<file path="src/rtl/smd_pkg.sv">
`timescale 1ns / 1ps

package smd_pkg;

  typedef enum logic [4:0] {
    OP_LIT    = 5'd0,
    OP_DROP   = 5'd1,
    OP_DROPD  = 5'd2,
    OP_DUP    = 5'd3,
    OP_DUPD   = 5'd4,
    OP_2DUP   = 5'd5,
    OP_OVER   = 5'd6,
    OP_PICK   = 5'd7,
    OP_SWAP   = 5'd8,
    OP_SWAPD  = 5'd9,
    OP_ROT    = 5'd10,
    OP_NROT   = 5'd11,
    OP_NEG    = 5'd12,
    OP_ADD    = 5'd13,
    OP_SUB    = 5'd14,
    OP_MUL    = 5'd15,
    OP_DIV    = 5'd16,
    OP_MOD    = 5'd17,
    OP_EQ     = 5'd18,
    OP_LAND   = 5'd19,
    OP_LOR    = 5'd20,
    OP_LNOT   = 5'd21,
    OP_BAND   = 5'd22,
    OP_BOR    = 5'd23,
    OP_BXOR   = 5'd24,
    OP_SHL    = 5'd25,
    OP_SHR    = 5'd26,
    OP_BNOT   = 5'd27,
    OP_EMIT   = 5'd28
  } op_e;

  typedef enum logic [1:0] {
    ST_OK    = 2'd0,
    ST_UNDER = 2'd1,
    ST_OVER  = 2'd2,
    ST_DIVZ  = 2'd3
  } status_e;

  typedef struct packed {
    logic [4:0]  op;
    logic [63:0] literal;
    logic [1:0]  need;
    logic [2:0]  make;
    logic        known;
  } smd_cmd_t;

  function automatic logic [1:0] need_of(input logic [4:0] op);
    logic [1:0] n;
    n = 2'd2;
    unique case (op) inside
      OP_LIT:                                    n = 2'd0;
      OP_DROP, OP_DUP, OP_NEG, OP_LNOT, OP_BNOT,
      OP_EMIT:                                   n = 2'd1;
      OP_PICK, OP_SWAPD, OP_ROT, OP_NROT:        n = 2'd3;
      OP_DROPD, OP_DUPD, OP_2DUP, OP_OVER, OP_SWAP, OP_ADD, OP_SUB, OP_MUL,
      OP_DIV, OP_MOD, OP_EQ, OP_LAND, OP_LOR, OP_BAND, OP_BOR, OP_BXOR,
      OP_SHL, OP_SHR:                            n = 2'd2;
      default:                                   n = 2'd0;
    endcase
    return n;
  endfunction

  function automatic logic [2:0] make_of(input logic [4:0] op);
    logic [2:0] m;
    m = 3'd1;
    unique case (op) inside
      OP_DROP, OP_EMIT:                          m = 3'd0;
      OP_DUP, OP_SWAP:                           m = 3'd2;
      OP_DUPD, OP_OVER, OP_SWAPD, OP_ROT,
      OP_NROT:                                   m = 3'd3;
      OP_2DUP, OP_PICK:                          m = 3'd4;
      OP_LIT, OP_DROPD, OP_NEG, OP_ADD, OP_SUB, OP_MUL, OP_DIV, OP_MOD, OP_EQ,
      OP_LAND, OP_LOR, OP_LNOT, OP_BAND, OP_BOR, OP_BXOR, OP_SHL, OP_SHR,
      OP_BNOT:                                   m = 3'd1;
      default:                                   m = 3'd0;
    endcase
    return m;
  endfunction

endpackage

</file>
<file path="src/rtl/smd_front.sv">
`timescale 1ns / 1ps

module smd_front (
  input  logic              clk_i,
  input  logic              rst_ni,
  input  logic              in_valid_i,
  output logic              in_ready_o,
  input  logic [4:0]        op_i,
  input  logic [63:0]       literal_i,
  output logic              cmd_valid_o,
  output smd_pkg::smd_cmd_t cmd_o,
  input  logic              cmd_pop_i
);
  import smd_pkg::*;

  smd_cmd_t   queue_q [2];
  smd_cmd_t   cmd_in;
  logic       wr_ptr_q, rd_ptr_q;
  logic [1:0] count_q;
  logic       push, pop;

  always_comb begin
    cmd_in.op      = op_i;
    cmd_in.literal = literal_i;
    cmd_in.need    = need_of(op_i);
    cmd_in.make    = make_of(op_i);
    cmd_in.known   = (op_i <= OP_EMIT);
  end

  assign in_ready_o  = (count_q != 2'd2);
  assign cmd_valid_o = (count_q != 2'd0);
  assign cmd_o       = queue_q[rd_ptr_q];
  assign push        = in_valid_i && in_ready_o;
  assign pop         = cmd_pop_i && cmd_valid_o;

  always_ff @(posedge clk_i) begin
    if (push) begin
      queue_q[wr_ptr_q] <= cmd_in;
    end
  end

  always_ff @(posedge clk_i or negedge rst_ni) begin
    if (!rst_ni) begin
      wr_ptr_q <= 1'b0;
      rd_ptr_q <= 1'b0;
      count_q  <= 2'd0;
    end else begin
      if (push) wr_ptr_q <= ~wr_ptr_q;
      if (pop)  rd_ptr_q <= ~rd_ptr_q;
      count_q <= count_q + 2'(push) - 2'(pop);
    end
  end

endmodule

</file>
<file path="config.mk">
export PLATFORM = sky130hd
export DESIGN_NAME = smd_front
export DESIGN_NICKNAME = d
export VERILOG_FILES = /design/src/rtl/smd_pkg.sv /design/src/rtl/smd_front.sv
export SDC_FILE = /design/constraint.sdc
export NUM_CORES = 1
export LEC_CHECK = 0
export CELL_PAD_IN_SITES_DETAIL_PLACEMENT = 0
export CELL_PAD_IN_SITES_GLOBAL_PLACEMENT = 2
export CORE_AREA = 2 2 84 166
export DETAILED_ROUTE_END_ITERATION = 6
export DIE_AREA = 0 0 86 168
export DONT_BUFFER_PORTS = 1
export PLACE_DENSITY = 0.82
export SLEW_MARGIN = 20
export SYNTH_ARGS = -nofsm -noshare
export SYNTH_HDL_FRONTEND = slang
export SYNTH_SLANG_ARGS = --single-unit
</file>
<file path="constraint.sdc">
create_clock -name clk_i -period 5.5 [get_ports clk_i]
set_input_delay 0.825 -clock clk_i [delete_from_list [all_inputs] [get_ports clk_i]]
set_output_delay 0.825 -clock clk_i [all_outputs]
set_load 0.005 [all_outputs]
</file>
==> impl_metrics.yaml <==
outcome:
  run_status: "complete, no violations"
worst_setup_path:
  crit_fanout: 76
  worstSetupPathType: "reg -> out"
  cpPeakStageDelay_ns: 1.07
  cp_slowest_cell: "dfrtp_4"
  path_cells: "mux2_2"
  cp_data_required_time_ns: 4.68
  cp.arrival_ns: 1.97
  crit_buf_inv: 0
  rr_startpoint: "count_q[1]$_DFF_PN0_"
  critical-path-top-delay-family: "flip-flops"
  setup.worst_path.end_class: "output port"
  startpoint_type: "flip-flop"
  worstSetupStartpoint: "rd_ptr_q$_DFFE_PN0P_"
clock_network:
  cts_tree: "done"
  cts.hold.buffers_added: 0
  clk_path_buf_depth: 2
  clock_sinks: 154
  cts_setup_buffers: 0
  cts_buffers: 17
  clk_latency_ns: 0.41
  cts.clk_slew.worst_paths_ns: 0.06
  clockRootBuffer: "clkbuf_16"
  cts_resized: 0
  htreeDepth: 4
placement:
  port-buffer-count: 0
  dpl.hpwl_mm: 5.934
  place_ws_ns: 2.715
  place_congestion: 0.7743
global_routing:
  antenna_found_initial: 0
  grt_pass1_wl_mm: 13.90
  grt_max_degree: 77
  grt_pass1_vias: 2625
  grt-ovfl-total: 0
  grt.total_usage_pct: 12.97
hold_path:
  hold_path.class: "in -> async"
sta:
  max_freq_ghz: 0.3581
  hold_violations: 0
  finalSetupViolCount: 0
  timing.hold.ws_ns: 0.1075
  timing.final.crit_share_pct: 50.78
  tightestPinTransition_ns: 1.017
  fin_crit_ns: 2.793
  fin_tns_setup_ns: 0
  relSlewSlack_pct: 32.17
  rsz0062_at_grt: "no"
  setup_slack_ns: 2.707
  final_max_slew_viol_count: 0
  fin_skew_ns: 0.007268
logic_synthesis:
  synth_flop_cell: "edfxtp_1"
  synth_edf_count: 150
  ys_warn_count: 0
  ys_ff_latch: 154
  ys_types: 33
  synth_top_area_cell: "edfxtp_1"
  synthArstFlopShare_pct: 2.597
  synthTopCellsByArea: "edfxtp_1, mux2_1, mux2_2, dfrtp_1, buf_6"
  synthCells: 278
  synth_fp_nets: 353
  ys_seq_area_share_pct: 79.53
  synth_top_area_share_pct: 77.80
  syn_area_per_cell_um2: 20.82
  netlist_area_mm2: 0.005789
routing:
  via_per_inst: 5.408
  detail-route-antenna-nets: 0
  drt_drc_violations_left: 0
  routed_wl_mm: 9.289
  routedWlPerCell_um: 20.37
  first_pass_iters: 4
  route.vias.total: 2466
  dr.first_iter.drc_count: 124
layout:
  area_growth_pct: 12.34
  fin_util_pct: 48.95
  nets: 363
  drive_gt1_share_pct: 23.59
  final_cell_mix: "edfxtp_1, mux2_1, mux2_2, clkbuf_16, nor2b_1"
  final_common_cell: "edfxtp_1"
  antenna_cells: 0
power_and_ir_drop:
  intPower_w: 0.002542
  p_leak_nw: 2.138
  p_sw_w: 0.0009225
  switching_share_pct: 26.63
  power_frac_comb_pct: 16.9
  powerDensity_mw_per_mm2: 532.8
  irDropWorstVdd_v: 0.0002949
  power_frac_clock_pct: 31.9
  p_seq_share_pct: 51.2
die:
  fp.coreArea_mm2: 0.01329
  die_area_mm2: 0.01445
  pin_count: 150
  die_h_um: 168
  start_util_pct: 43.57
  rows: 60
  die_x_um: 86
run:
  drv_cap: 0
[per-stage QoR]
step / area (um2) / std cells / power (W)
after detailed placement: 5928 / 424 / 0.002404
final: 6504 / 456 / 0.003465
after CTS: 6504 / 456 / 0.003524
after floorplan: 5789 / 278 / 0.002283
after global placement: 5928 / 424 / 0.002370
after global routing: 6504 / 456 / 0.003635
[power groups by stage]
stage / sequential, W / combinational (W) / clock (W)
2_1_floorplan: 0.00169 / 0.000590 / 0
3_3_place_gp: 0.00179 / 0.000584 / 0
3_5_place_dp: 0.00180 / 0.000600 / 0
4_1_cts: 0.00178 / 0.000604 / 0.00114
5_1_grt: 0.00181 / 0.000639 / 0.00118
6_report: 0.00177 / 0.000586 / 0.00110
[Yosys cell counts (2+ instances only)]
| library cell | instances |
|---|---|
| o21ai_0 | 2 |
| edfxtp_1 | 150 |
| and3_1 | 2 |
| buf_6 | 4 |
| nand2_1 | 2 |
| mux2_2 | 35 |
| ha_1 | 2 |
| mux2_1 | 40 |
| xnor2_1 | 3 |
| dfrtp_1 | 4 |
| and2_1 | 2 |
| nor2b_1 | 4 |
| buf_4 | 2 |
| buf_2 | 3 |
| nor2_1 | 4 |
| nand3_1 | 2 |
[cells by family (layout without fill, tap and decap cells)]
group	Yosys count	count (layout)	synth area share [%]
muxes	76	76	14.76
xor gates and xnor gates	4	4	0.6053
AOI/OAI and AO/OA	8	8	1.037
buffers and inverters	12	35	1.491
DFF	154	154	79.53
and+or+nand+nor	22	22	2.140
adders and majority gates	2	2	0.4322
[per-layer routing]
metal / share of wire (%) / track usage (%)
met5: 0 / 0
met4: 1.2 / 5.590
met3: 14 / 8.676
met2: 49 / 19.99
met1: 36 / 13.72
[cell type report]
cell class | count | area, um2
fillers | 1087 | 6784
clock inverters | 15 | 150.1
multi-input cells | 112 | 1111
flip-flops and latches | 154 | 4608
repair buffers | 1 | 7.507
well taps | 155 | 193.9
clock buffers | 17 | 425.4
inverters | 2 | 7.507
[state kept, by name, summed over array words and instances, names as in the netlist]
name	flops
queue_q	150
count_q	2
rd_ptr_q	1
wr_ptr_q	1
[final timing paths]
path / endpoint / slack, ns / cells past startpoint
max: cmd_o[74] / 2.71 / 1
min: count_q[0]$_DFF_PN0_ / 0.11 / 0
max reg2reg: queue_q[0][24]$_DFFE_PP_ / 3.00 / 4
min reg2reg: count_q[0]$_DFF_PN0_ / 0.52 / 1
max in group asynchronous: rd_ptr_q$_DFFE_PN0P_ / 5.32 / 0
min in group clk_i: queue_q[0][59]$_DFFE_PP_ / 0.51 / 0
No activity file was read; power rests on OpenSTA's default activity.
